$ cat config.mk
export PLATFORM = sky130hd
export DESIGN_NAME = cbc_decode
export DESIGN_NICKNAME = d
export VERILOG_FILES = /design/src/rtl/cbc_pkg.sv /design/src/rtl/cbc_decode.sv
export SDC_FILE = /design/constraint.sdc
export NUM_CORES = 1
export LEC_CHECK = 0
export ABC_AREA = 1
export BUFFER_PORTS_ARGS = -buffer_cell sky130_fd_sc_hd__buf_4
export CAP_MARGIN = 30
export CORE_MARGIN = 1.5
export CORE_UTILIZATION = 38
export CTS_BUF_LIST = sky130_fd_sc_hd__clkbuf_8
export CTS_CLUSTER_DIAMETER = 80
export CTS_CLUSTER_SIZE = 14
export DETAILED_ROUTE_END_ITERATION = 7
export MAX_ROUTING_LAYER = met4
export PLACE_DENSITY = 0.94
export SLEW_MARGIN = 10
export SYNTH_ARGS = -nofsm -noshare
export SYNTH_HDL_FRONTEND = slang
export SYNTH_SLANG_ARGS = --single-unit
$ cat constraint.sdc
create_clock -name clock -period 1.45 [get_ports clock]
set_clock_uncertainty 0.1 [all_clocks]
set_input_delay 0 -clock clock [delete_from_list [all_inputs] [get_ports clock]]
set_output_delay 0 -clock clock [all_outputs]
set_load 0.05 [all_outputs]
$ cat src/rtl/cbc_pkg.sv
`timescale 1ns / 1ps
// ---------------------------------------------------------------------------
// Cartridge bank controller package
// Shared types, codes and helper functions for the type-1 bank controller.
// ---------------------------------------------------------------------------
package cbc_pkg;

   localparam int ROM_BANK_BYTES = 16'h4000;
   localparam int RAM_BANK_BYTES = 16'h2000;

   typedef enum logic [1:0] {
      ACT_READ  = 2'd0,
      ACT_WRITE = 2'd1,
      ACT_LOAD  = 2'd2,
      ACT_NONE  = 2'd3
   } action_type;

   typedef enum logic [1:0] {
      RSP_ZERO = 2'd0,
      RSP_FF   = 2'd1,
      RSP_ROM  = 2'd2,
      RSP_RAM  = 2'd3
   } rsp_kind_type;

   typedef struct packed {
      logic rom_we;
      logic rom_re;
      logic ram_we;
      logic ram_re;
   } mem_ctrl_type;

   localparam logic [7:0] RAM_OFF_DATA = 8'hFF;
   localparam logic [7:0] ZERO_DATA    = 8'h00;

   function automatic logic [6:0] bump_bank(input logic [6:0] b);
      logic [6:0] r;
      r = b;
      if (b[4:0] == 5'd0) begin
         r = b + 7'd1;
      end
      return r;
   endfunction

endpackage

$ cat src/rtl/cbc_decode.sv
`timescale 1ns / 1ps
// ---------------------------------------------------------------------------
// Bank controller decode
// Holds the bank, enable and mode registers and turns each transfer into
// memory requests and a response kind.
// ---------------------------------------------------------------------------
module cbc_decode #(
   parameter int ROM_BANKS = 8,
   parameter int RAM_BANKS = 4,
   parameter int ROM_AW    = 17,
   parameter int RAM_AW    = 15
) (
   input  logic                    clock,
   input  logic                    reset,
   input  logic                    accept,
   input  logic [1:0]              action,
   input  logic [15:0]             bus_address,
   input  logic [7:0]              write_byte,
   input  logic [16:0]             rom_load_index,
   output cbc_pkg::mem_ctrl_type   ctrl,
   output cbc_pkg::rsp_kind_type   kind,
   output logic [ROM_AW-1:0]       rom_waddr,
   output logic [ROM_AW-1:0]       rom_raddr,
   output logic [RAM_AW-1:0]       ram_addr
);
   import cbc_pkg::*;

   localparam int ROM_BW   = $clog2(ROM_BANKS);
   localparam int RAM_BW   = (RAM_BANKS > 1) ? $clog2(RAM_BANKS) : 1;
   localparam int ROM_SIZE = ROM_BANKS * ROM_BANK_BYTES;

   logic [6:0]        rom_bank_ff, rom_bank_in;
   logic [1:0]        ram_bank_ff, ram_bank_in;
   logic              ram_enabled_ff, ram_enabled_in;
   logic              banking_mode_ff, banking_mode_in;
   logic [ROM_BW-1:0] rom_wrap [128];
   logic [RAM_BW-1:0] ram_wrap [4];
   logic [1:0]        ram_sel;
   logic              is_write;
   logic              load_ok;

   for (genvar i = 0; i < 128; i++) begin : g_rom_wrap
      assign rom_wrap[i] = ROM_BW'(i % ROM_BANKS);
   end

   for (genvar j = 0; j < 4; j++) begin : g_ram_wrap
      assign ram_wrap[j] = RAM_BW'(j % RAM_BANKS);
   end

   assign is_write  = accept && (action_type'(action) == ACT_WRITE);
   assign ram_sel   = banking_mode_ff ? ram_bank_ff : 2'd0;
   assign ram_addr  = RAM_AW'({ram_wrap[ram_sel], bus_address[12:0]});
   assign rom_raddr = {(bus_address[14] ? rom_wrap[rom_bank_ff] : ROM_BW'(0)),
                       bus_address[13:0]};
   assign rom_waddr = ROM_AW'(rom_load_index);
   assign load_ok   = 32'(rom_load_index) < ROM_SIZE;

   always_comb begin
      rom_bank_in     = rom_bank_ff;
      ram_bank_in     = ram_bank_ff;
      ram_enabled_in  = ram_enabled_ff;
      banking_mode_in = banking_mode_ff;
      if (is_write) begin
         if (bus_address inside {[16'h0000:16'h1FFF]}) begin
            ram_enabled_in = (write_byte & 8'h0A) != 8'h00;
         end else if (bus_address inside {[16'h2000:16'h3FFF]}) begin
            rom_bank_in = bump_bank({rom_bank_ff[6:5], write_byte[4:0]});
         end else if (bus_address inside {[16'h4000:16'h5FFF]}) begin
            if (banking_mode_ff) begin
               ram_bank_in = write_byte[1:0];
            end else begin
               rom_bank_in = bump_bank({write_byte[1:0], rom_bank_ff[4:0]});
            end
         end else if (bus_address inside {[16'h6000:16'h7FFF]}) begin
            banking_mode_in = write_byte[0];
         end
      end
   end

   always_ff @(posedge clock) begin
      if (reset) begin
         rom_bank_ff     <= 7'd1;
         ram_bank_ff     <= 2'd0;
         ram_enabled_ff  <= 1'b0;
         banking_mode_ff <= 1'b0;
      end else begin
         rom_bank_ff     <= rom_bank_in;
         ram_bank_ff     <= ram_bank_in;
         ram_enabled_ff  <= ram_enabled_in;
         banking_mode_ff <= banking_mode_in;
      end
   end

   always_comb begin
      ctrl = '0;
      kind = RSP_ZERO;
      case (action_type'(action))
         ACT_READ: begin
            if (bus_address inside {[16'h0000:16'h7FFF]}) begin
               ctrl.rom_re = accept;
               kind        = RSP_ROM;
            end else if (bus_address inside {[16'hA000:16'hBFFF]}) begin
               if (ram_enabled_ff) begin
                  ctrl.ram_re = accept;
                  kind        = RSP_RAM;
               end else begin
                  kind = RSP_FF;
               end
            end
         end
         ACT_WRITE: begin
            if ((bus_address inside {[16'hA000:16'hBFFF]}) && ram_enabled_ff) begin
               ctrl.ram_we = accept;
            end
         end
         ACT_LOAD: begin
            ctrl.rom_we = accept && load_ok;
         end
         default: begin
            kind = RSP_ZERO;
         end
      endcase
   end

endmodule

==> impl_metrics.tcl <==
set metrics [dict create \
    hold_viol_final 0 \
    clk-insertion-delay-late_ps 240 \
    worstPathArrival_ps 1280 \
    clockBufferDepth 2 \
    synth_seq_cells 9 \
    path_max_fanout 5 \
    ys_seq_area_share_pct 16.9 \
    portBuffers 24 \
    hold_path_class "in -> reg" \
    status "finished, final reports clean" \
    synthDistinctLibCells 23 \
    globalRouteTotalUtil_pct 13.9 \
    grt_pass1_wl_mm 3.37 \
    coreArea_mm2 0.00271 \
    startpoint_type "input port" \
    drc 0 \
    cts_num_sinks 9 \
    fin_crit_sh_pct 95.0 \
    grt_pass1_vias 821 \
    path_common_cell "buf_4" \
    synthTopCellsByArea "buf_4 (31%), dfxtp_1 (17%), nand2_1 (9.8%), inv_1 (8.4%), nor2_1 (6.7%)" \
    globalRouteOverflowTotal 0 \
    finalSetupViolations 0 \
    cap_violations 0 \
    p_leak_uw 0.000714 \
    diodes 0 \
    synth.largest_area_cell "buf_4" \
    cp-end-kind "output pin" \
    post_cts_buffers 0 \
    synth.top_cell.area_share_pct 30.9 \
    first_pass_iters 4 \
    num_rows 19 \
    cts_buffers 3 \
    maxSlewViolCount 0 \
    cts_tree "done" \
    p_per_area_mw_per_mm2 723 \
    min_period_ps 1380 \
    crit_type "in -> out" \
    clk_pin_slew_ps 50 \
    fmax_ghz 0.726 \
    die_x_um 56.0 \
    num_vias 1011 \
    fin_ws_ps 71.8 \
    syn2layout_area_growth_pct 29.9 \
    yosysWarnings 0 \
    dieArea_mm2 0.00314 \
    slew_headroom_pct 34.6 \
    netlist_instances 165 \
    critPathSlowestCell "dlygate4sd3_1" \
    final_nets 237 \
    antenna_found_initial 0 \
    initialDrtViolationCount 31 \
    dp_hpwl_mm 1.41 \
    rsz0062_at_grt "true" \
    r2r_setup_slack_ps 110 \
    viasPerCell 4.66 \
    gp_congestion 0.912 \
    initial_core_util_pct 39.4 \
    fillerInstances 265 \
    dp_slack_ps 101 \
    pin_count 101 \
    drive_gt1_share_pct 23.1 \
    worstPathRequired_ps 1350 \
    crit_chain "dlygate4sd3_1, buf_4, nor2_2, inv_1, nor4_2, buf_4" \
    ctsHtreeMaxLevel 1 \
    die_height_um 56.0 \
    tightest_slew_ps 978 \
    cpPeakStageDelay_ps 550 \
    postLayoutCoreUtil_pct 51.2 \
    synthesis.area_mm2 0.00107 \
    wirelength_mm 2.24 \
    grt_max_degree 9 \
    ant_nets 0 \
    vdd_ir_drop_max_v 0.000360 \
    root_buffer "clkbuf_8" \
    syn_nets 215 \
    postSynthAreaPerCell_um2 6.48 \
    wire_per_inst_um 10.3 \
]
cell type report:
cell class              count  area, um2  area share, %
clock buffers               3       41.3           2.98
flip-flops and latches      9        180           13.0
multi-input cells          86        469           33.8
clock inverters             1       3.75          0.271
inverters                  25       96.3           6.94
well taps                  31       38.8           2.80
repair buffers             62        558           40.2
cell families (layout without fill, tap and decap cells):
logic type | after synthesis | in the layout | synth area share [%]
buffers and inverters | 70 | 91 | 41.0
adders and majority gates | 4 | 4 | 4.68
AOI/OAI and AO/OA | 8 | 8 | 3.75
DFF | 9 | 9 | 16.9
and+or+nand+nor | 74 | 74 | 33.7
layer usage:
metal	up-vias	wire, um	GRT usage [%]
met3	7	210	3.72
met5	-	0	-
met1	444	872	16.0
li1	503	-	-
met2	57	1100	21.3
met4	0	55	8.84
synthesized netlist by cell type:
library cell	number
buf_6	1
nand2_2	3
inv_1	24
inv_4	1
ha_1	4
nor2_4	1
nor3_2	1
o21ai_0	4
nand3_1	10
nor2_2	1
a21oi_1	4
nor2_1	19
nand3b_1	1
buf_4	44
nand3_2	1
nand2_4	1
nand3_4	1
dfxtp_1	9
nor3_1	2
nand2_1	28
nor4_1	1
nand4_1	3
and2_1	1
final timing paths:
check	start	endpoint	cells after the start
setup / recovery	action[1]	kind[0]	6
hold / removal	bus_address[13]	rom_bank_ff[4]$_SDFFE_PP0P_	3
setup reg to reg	rom_bank_ff[1]$_SDFFE_PP0P_	rom_bank_ff[2]$_SDFFE_PP0P_	9
hold reg to reg	rom_bank_ff[4]$_SDFFE_PP0P_	rom_bank_ff[4]$_SDFFE_PP0P_	2
where the power goes:
part	internal, uW	switching, uW
registers	250	1.14
clock network	186	114
logic	117	336
state kept, by name (all words and copies together) (netlist names):
name / flops
ram_bank_ff: 2
ram_enabled_ff: 1
banking_mode_ff: 1
rom_bank_ff: 5
cells in the final DEF, fill, tap and decap left out, types with 2 or more instances in the layout:
cell,Yosys,routed
clkbuf_8,0,3
ha_1,4,4
dlygate4sd3_1,0,37
nor2_2,1,3
nand2_1,28,27
buf_4,44,25
a21oi_1,4,4
nand3_1,10,10
nand2_2,3,4
nand4_1,3,3
dfxtp_1,9,9
nor2_1,19,17
nor3_2,1,2
o21ai_0,4,4
inv_1,24,25
worst max-delay path: cells and delay by family:
kind                   cells  cell delay (ps)
AND/OR/NAND/NOR            2              260
buffers and inverters      4             1020
through the flow:
stage	hold WS, ps	cells	TNS [ps]	power [uW]	area (um2)
after floorplan	-30.9	165	0	660	1080
after CTS	16.7	217	0	1000	1380
after global routing	45.4	217	-178	1040	1390
after detailed placement	-99.7	176	0	392	965
final	14.7	217	0	1000	1390
after global placement	-99.7	176	0	390	965
what timing repair did:
action,4_1_cts,5_1_grt
resized for setup,0,3
hold buffers,37,0
endpoints found under the setup margin,0,7
endpoints found under the hold margin,49,0
Power figures use the tool's default switching activity.
