$ cat config.mk
export PLATFORM = sky130hd
export DESIGN_NAME = cbc_resp
export DESIGN_NICKNAME = d
export VERILOG_FILES = /design/src/rtl/cbc_pkg.sv /design/src/rtl/cbc_resp.sv
export SDC_FILE = /design/constraint.sdc
export NUM_CORES = 1
export LEC_CHECK = 0
export BUFFER_PORTS_ARGS = -buffer_cell sky130_fd_sc_hd__clkbuf_2
export CAP_MARGIN = 20
export CORE_ASPECT_RATIO = 0.9
export CORE_MARGIN = 3
export CORE_UTILIZATION = 37
export DETAILED_ROUTE_END_ITERATION = 16
export GPL_TIMING_DRIVEN = 0
export PLACE_DENSITY_LB_ADDON = 0.15
export SLEW_MARGIN = 10
export SYNTH_ARGS = -nofsm -noshare
export SYNTH_HDL_FRONTEND = slang
export SYNTH_SLANG_ARGS = --single-unit
$ cat constraint.sdc
create_clock -name clock -period 1.4 [get_ports clock]
set_input_delay 0.07 -clock clock [delete_from_list [all_inputs] [get_ports clock]]
set_output_delay 0.07 -clock clock [all_outputs]
set_load 0.005 [all_outputs]
$ cat src/rtl/cbc_pkg.sv
`timescale 1ns / 1ps
// ---------------------------------------------------------------------------
// Cartridge bank controller package
// Shared types, codes and helper functions for the type-1 bank controller.
// ---------------------------------------------------------------------------
package cbc_pkg;

   localparam int ROM_BANK_BYTES = 16'h4000;
   localparam int RAM_BANK_BYTES = 16'h2000;

   typedef enum logic [1:0] {
      ACT_READ  = 2'd0,
      ACT_WRITE = 2'd1,
      ACT_LOAD  = 2'd2,
      ACT_NONE  = 2'd3
   } action_type;

   typedef enum logic [1:0] {
      RSP_ZERO = 2'd0,
      RSP_FF   = 2'd1,
      RSP_ROM  = 2'd2,
      RSP_RAM  = 2'd3
   } rsp_kind_type;

   typedef struct packed {
      logic rom_we;
      logic rom_re;
      logic ram_we;
      logic ram_re;
   } mem_ctrl_type;

   localparam logic [7:0] RAM_OFF_DATA = 8'hFF;
   localparam logic [7:0] ZERO_DATA    = 8'h00;

   function automatic logic [6:0] bump_bank(input logic [6:0] b);
      logic [6:0] r;
      r = b;
      if (b[4:0] == 5'd0) begin
         r = b + 7'd1;
      end
      return r;
   endfunction

endpackage

$ cat src/rtl/cbc_resp.sv
`timescale 1ns / 1ps
// ---------------------------------------------------------------------------
// Bank controller response path
// Tracks the transfer whose memory read is in flight and holds the finished
// result in an output register.
// ---------------------------------------------------------------------------
module cbc_resp (
   input  logic                  clock,
   input  logic                  reset,
   input  logic                  accept,
   input  cbc_pkg::rsp_kind_type kind,
   input  logic [7:0]            rom_q,
   input  logic [7:0]            ram_q,
   input  logic                  rsp_stall,
   output logic                  ready,
   output logic                  rsp_valid,
   output logic [7:0]            rsp_read_byte
);
   import cbc_pkg::*;

   logic         s1_valid_ff, s1_valid_in;
   rsp_kind_type s1_kind_ff;
   logic         out_valid_ff, out_valid_in;
   logic [7:0]   out_data_ff, out_data_in;
   logic         out_free;
   logic         s1_move;

   assign out_free = !out_valid_ff || !rsp_stall;
   assign s1_move  = s1_valid_ff && out_free;
   assign ready    = !s1_valid_ff || out_free;

   always_comb begin
      s1_valid_in  = accept ? 1'b1 : (s1_move ? 1'b0 : s1_valid_ff);
      out_valid_in = s1_move ? 1'b1 : (out_free ? 1'b0 : out_valid_ff);
      case (s1_kind_ff)
         RSP_ROM:  out_data_in = rom_q;
         RSP_RAM:  out_data_in = ram_q;
         RSP_FF:   out_data_in = RAM_OFF_DATA;
         default:  out_data_in = ZERO_DATA;
      endcase
   end

   always_ff @(posedge clock) begin
      if (reset) begin
         s1_valid_ff  <= 1'b0;
         out_valid_ff <= 1'b0;
      end else begin
         s1_valid_ff  <= s1_valid_in;
         out_valid_ff <= out_valid_in;
      end
      if (accept) begin
         s1_kind_ff <= kind;
      end
      if (s1_move) begin
         out_data_ff <= out_data_in;
      end
   end

   assign rsp_valid     = out_valid_ff;
   assign rsp_read_byte = out_data_ff;

endmodule

==> summary.txt, run 1 <==
Outcome - complete, no violations
CP startpoint kind - flip-flop
Post-DP HPWL - 812 um
Crit path required time - 1.31 ns
Floorplan row count - 12
DRT antenna net count - 0
Util after Layout - 59.8%
GP Congestion - 0.642
Fill cells - 107
Port buffer count - 31
Syn Nets - 68
RSZ-0062 raised after global routing - no
Clk root buf - clkbuf_4
Vias/cell - 4.98
Worst path top cell family by delay - compound AO/OA/AOI/OAI gates
Vias in the first global route - 411
Worst ir drop on vdd - 0.000541 V
Critical-path cell list - a21boi_2
Max-Slew Margin vs Limit - 68.6%
DRC viols - 0
CTS buffer count - 3
Synth area leader - edfxtp_1
Antenna violations before repair - 0
Power density over the cells - 1010 nW/um2
Mapped Cells - 46
Initial Utilization - 42.0%
CTS max path bufs - 2
Die ar. - 1980 um2
Slowest CP cell - a21boi_2
Placed Area - 721 um2
Clock sinks - 12
Via Count - 488
Number of H-tree levels - 1
Crit path max fanout - 8
First-pass GRT wire length - 1.64 mm
Maximum operating frequency - 0.893 GHz
Endpoint type of the worst setup path - flip-flop
Core Region - 1310 um2
Clk_lat worst skew - 0.27 ns
Synth warnings - 0
Yosys top cell area share - 54.8%
GRT overflow - 0
Sequential area share after synthesis - 62.1%
Critical path arrival - 1.03 ns
Area Growth Syn to Fin - 42.5%
Wire per inst - 11.7 um
Multi-input gate area - 128 um2
Tcrit/Tclk final - 80.0%
Worst hold path class - input pin to flip-flop
Worst-path clk slew - 0.08 ns
Endpoints failing hold - 0
Layout cell share with drive strength beyond 1 - 48.8%
# diodes - 0
Synth Register Bits - 12
Sequential cell area - 340 um2
Tot Pwr - 0.786 mW
Avg Inst Size Synth - 11.9 um2
Iter 0 DRT Violations - 7
CTS tree - yes
Drt first pass iters - 4
Netlist cell types - 12
I/O pin count - 32
Chip width - 46.6 um
Max stage delay on crit path - 0.42 ns
Largest net degree at the start of global routing - 11
Max Slew Vio Count - 0
Area contributors post-synth - edfxtp_1 55%, a31oi_1 9.1%, a21oi_1 7.3%
WP buf/inv - 0
Die height - 42.5 um
Max_cap viols - 0
Fin area - 781 um2
Final wirelength - 1.14 mm
Nets - 107
Setup bufs post-CTS - 0
Final setup violation count - 0
Final critical-path required period - 1.12 ns
Mapped Area - 548 um2
Setup CP Type - flip-flop to flip-flop
Worst-margin pin slew - 0.469 ns
Worst Skew - 0.00700 ns
P_leak - 0.373 nW
All-Layer GR Usage - 12.0%
[sequential cells by signal, indices dropped and copies added (netlist names)]
name           cells
rsp_read_byte      8
rsp_valid          1
s1_kind_ff         2
s1_valid_ff        1
[layout make-up]
type	count	area share [%]
Multi-Input combinational cell	21	16.3
Timing Repair Buffer	34	23.7
Inverter	9	4.33
Clock buffer	4	3.37
Buffer	4	6.41
Sequential cell	12	43.6
Tap cell	14	2.24
[cell usage after synthesis]
| cell | count |
|---|---|
| dfxtp_1 | 2 |
| buf_12 | 1 |
| buf_6 | 2 |
| a21oi_1 | 8 |
| edfxtp_1 | 10 |
| inv_1 | 9 |
| nor2_1 | 1 |
| a21boi_0 | 1 |
| a31oi_1 | 8 |
| buf_4 | 1 |
| a21oi_2 | 2 |
| nand3_1 | 1 |
[cells by family (layout without fill, tap and decap cells)]
group,after synthesis,count (layout),share of synthesized area (%)
flip-flops,12,12,62.1
AND/OR/NAND/NOR,2,2,1.60
AO/OA/AOI/OAI,19,19,21.0
buffers and inverters,13,51,15.3
[report_power, final]
part	switching, mW	internal [mW]	leakage (nW)
Sequential	0.00709	0.415	0.111
Clock	0.114	0.110	0.0150
Combinational	0.0648	0.0753	0.248
[metal layers]
layer / GRT usage (%) / part of all wire (%) / vias up
li1: - / - / 241
met1: 12.5 / 39 / 224
met2: 21.2 / 54 / 23
met3: 3.86 / 7.2 / 0
met4: 5.11 / 0 / 0
met5: 0 / 0 / -
[cell usage in the layout, fill, tap and decap left out]
cell type,instances
a21boi_2,1
a21oi_1,8
a21oi_2,2
a31oi_1,8
buf_12,1
buf_4,1
buf_6,2
clkbuf_1,1
clkbuf_2,31
clkbuf_4,3
dfxtp_1,2
dlygate4sd3_1,3
edfxtp_1,10
inv_1,9
nand3_1,1
nor2_1,1
[stage by stage]
stage               std cells  worst slack (ns)  hold slack, ns  setup TNS [ns]
finish                     98             0.280          0.0266               0
detailed placement         91            -0.247           0.251           -1.98
global route               98             0.234          0.0338               0
floorplan                  46            0.0173           0.139               0
CTS                        98            0.0403          0.0262               0
global placement           91            -0.197           0.245           -1.57
[path summary, 6_finish.rpt]
path                                  start  cells past startpoint          endpoint  slack (ns)
worst max-delay path            s1_valid_ff                      1  rsp_read_byte[4]        0.28
worst min-delay path                 accept                      1     s1_kind_ff[0]        0.03
worst max register to register  s1_valid_ff                      1  rsp_read_byte[4]        0.28
worst min register to register  s1_valid_ff                      2         rsp_valid        0.50
[repair_timing]
action | CTS | global route
hold buffers | 3 | 0
endpoints found under the setup margin | 8 | 8
endpoints found under the hold margin | 4 | 0
gates resized for setup | 1 | 1
pin swaps | 0 | 0
(Power assumes the default switching activity.)
==> run 2, diff against run 1 <==
--- a/config.mk
+++ b/config.mk
@@ -7,9 +7,8 @@
 export LEC_CHECK = 0
 export BUFFER_PORTS_ARGS = -buffer_cell sky130_fd_sc_hd__clkbuf_2
 export CAP_MARGIN = 20
-export CORE_ASPECT_RATIO = 0.9
 export CORE_MARGIN = 3
-export CORE_UTILIZATION = 37
+export CORE_UTILIZATION = 40
 export DETAILED_ROUTE_END_ITERATION = 16
 export GPL_TIMING_DRIVEN = 0
 export PLACE_DENSITY_LB_ADDON = 0.15
==> constraint.sdc (replaced) <==
create_clock -name clock -period 1.1 [get_ports clock]
set_input_delay 0.055 -clock clock [delete_from_list [all_inputs] [get_ports clock]]
set_output_delay 0.055 -clock clock [all_outputs]
set_load 0.005 [all_outputs]
==> run 2 against run 1 <==
Against the previous run:
- count of clock-buffer cells in the layout unchanged
- clock skew is 0.0045 ns lower
- utilization increased by 7.5 points
- global-route usage rose by 1.6 points
- critical path depth rose by 3
- sequential power grew 28%
- register-to-register slack got worse by 0.26 ns
- final cell count stayed put
- final area increased by 2.2%
==> summary.txt, run 2 (synthesis results as in run 1) <==
Vias/cell - 5.08
RSZ-0062 raised after global routing - yes
Fin Setup TNS - 0 ns
Util after Layout - 67.3%
Crit path max fanout - 10
Area Growth Syn to Fin - 45.7%
Final critical-path required period - 1.08 ns
All-Layer GR Usage - 13.6%
Hold slack - 0.00755 ns
Power density over the cells - 1350 nW/um2
Setup CP Type - flip-flop to flip-flop
Die height - 43.0 um
Sequential cell area - 340 um2
Slowest CP cell - edfxtp_1
Fin area - 798 um2
Largest net degree at the start of global routing - 11
Die ar. - 1850 um2
Tcrit/Tclk final - 98.4%
Antenna violations before repair - 0
Tot Pwr - 1.08 mW
Combinational share of power - 16.9%
Worst-path clk slew - 0.07 ns
Max stage delay on crit path - 0.37 ns
P_int - 0.828 mW
CP startpoint kind - flip-flop
Endpoint type of the worst setup path - flip-flop
Core Region - 1190 um2
Critical path arrival - 1.11 ns
Final setup violation count - 0
Vias in the first global route - 503
Multi-input gate area - 135 um2
Worst Skew - 0.00246 ns
P_leak - 0.382 nW
DRT antenna net count - 0
Drt first pass iters - 4
CTS buffer count - 3
Setup bufs post-CTS - 0
Final wirelength - 1.20 mm
CTS max path bufs - 2
Worst hold path class - input pin to flip-flop
GRT overflow - 0
Endpoints failing hold - 0
Fill cells - 91
Crit path required time - 1.13 ns
Max-Slew Margin vs Limit - 80.1%
Wire per inst - 12.3 um
Power share of the sequential group - 50.1%
Floorplan row count - 12
Nets - 107
Most frequent cells in the layout - 31 x clkbuf_2, 10 x edfxtp_1, 9 x inv_1
GP Congestion - 0.685
Critical-path cell list - buf_4, buf_6, a21oi_2, a31oi_1
Clk pwr share - 33.0%
Initial Utilization - 46.2%
Max Slew Vio Count - 0
Clk root buf - clkbuf_4
Max_cap viols - 0
Placed Area - 724 um2
Post-DP HPWL - 864 um
Number of H-tree levels - 1
Commonest non-fill, non-tap cell in the layout - clkbuf_2
Clk_lat worst skew - 0.28 ns
Via Count - 498
Port buffer count - 31
Worst ir drop on vdd - 0.000736 V
Switching Share - 23.1%
CTS tree - yes
First-pass GRT wire length - 1.90 mm
Iter 0 DRT Violations - 10
Outcome - complete, no violations
Switching pwr - 0.248 mW
Clock sinks - 12
Worst-margin pin slew - 0.298 ns
Maximum operating frequency - 0.924 GHz
DRC viols - 0
Largest register FFs - 8
I/O pin count - 32
Layout cell share with drive strength beyond 1 - 50.0%
Chip width - 43.0 um
# diodes - 0
==> run 2: cell counts in the layout (fill, tap and decap cells not counted) <==
Identical to the previous run, type by type.
==> run 2: path summary, 6_finish.rpt <==
check	startpoint	endpoint	slack (ns)	cells past startpoint
max	s1_kind_ff[0]	rsp_read_byte[4]	0.02	4
min reg2reg	s1_valid_ff	rsp_valid	0.52	2
min	accept	s1_kind_ff[1]	0.008	1
max reg2reg	s1_kind_ff[0]	rsp_read_byte[4]	0.02	4
==> run 2: power by group through the flow <==
| stage | clock [mW] | combinational (mW) | sequential (mW) |
|---|---|---|---|
| global route | 0.359 | 0.200 | 0.542 |
| finish | 0.355 | 0.182 | 0.539 |
| CTS | 0.348 | 0.181 | 0.539 |
| floorplan | 0 | 0.0928 | 0.550 |
| detailed placement | 0 | 0.169 | 0.549 |
| global placement | 0 | 0.165 | 0.547 |
==> run 2: routing by layer <==
metal  vias to the layer above  part of all wire (%)  routed length, um  track usage [%]
met5                         -                     0                  0                0
met4                         0                   1.7                 21             5.42
met3                         3                   7.9                 95             2.97
met2                        23                    52                631             27.5
met1                       232                    38                454             12.7
li1                        240                     -                  -                -
==> run 2: worst max-delay path, delay by kind of cell, from the launching register on <==
| family | cells | cell delay, ns |
|---|---|---|
| AO/OA/AOI/OAI | 2 | 0.15 |
| buffers and inverters | 2 | 0.31 |
| flip-flops | 1 | 0.37 |
==> run 2: repair_timing <==
action,in CTS,in global routing
cloned,0,0
resized for setup,1,0
setup endpoints to repair,8,2
hold endpoints to repair,4,0
hold buffers,3,0
==> run 2: through the flow <==
stage | std cells | worst slack (ns)
after detailed placement | 91 | -0.000481
after global routing | 98 | -0.0303
after floorplan | 46 | 0.0847
final | 98 | 0.0181
after CTS | 98 | 0.0226
after global placement | 91 | 0.0229
==> run 2: cell type report <==
cell class                      count  share of cell area (%)
Buffer                              4                    6.27
Clock buffer                        4                    4.55
Tap cell                           14                    2.19
Sequential cell                    12                    42.6
Inverter                            9                    4.23
Multi-Input combinational cell     21                    16.9
Timing Repair Buffer               34                    23.2
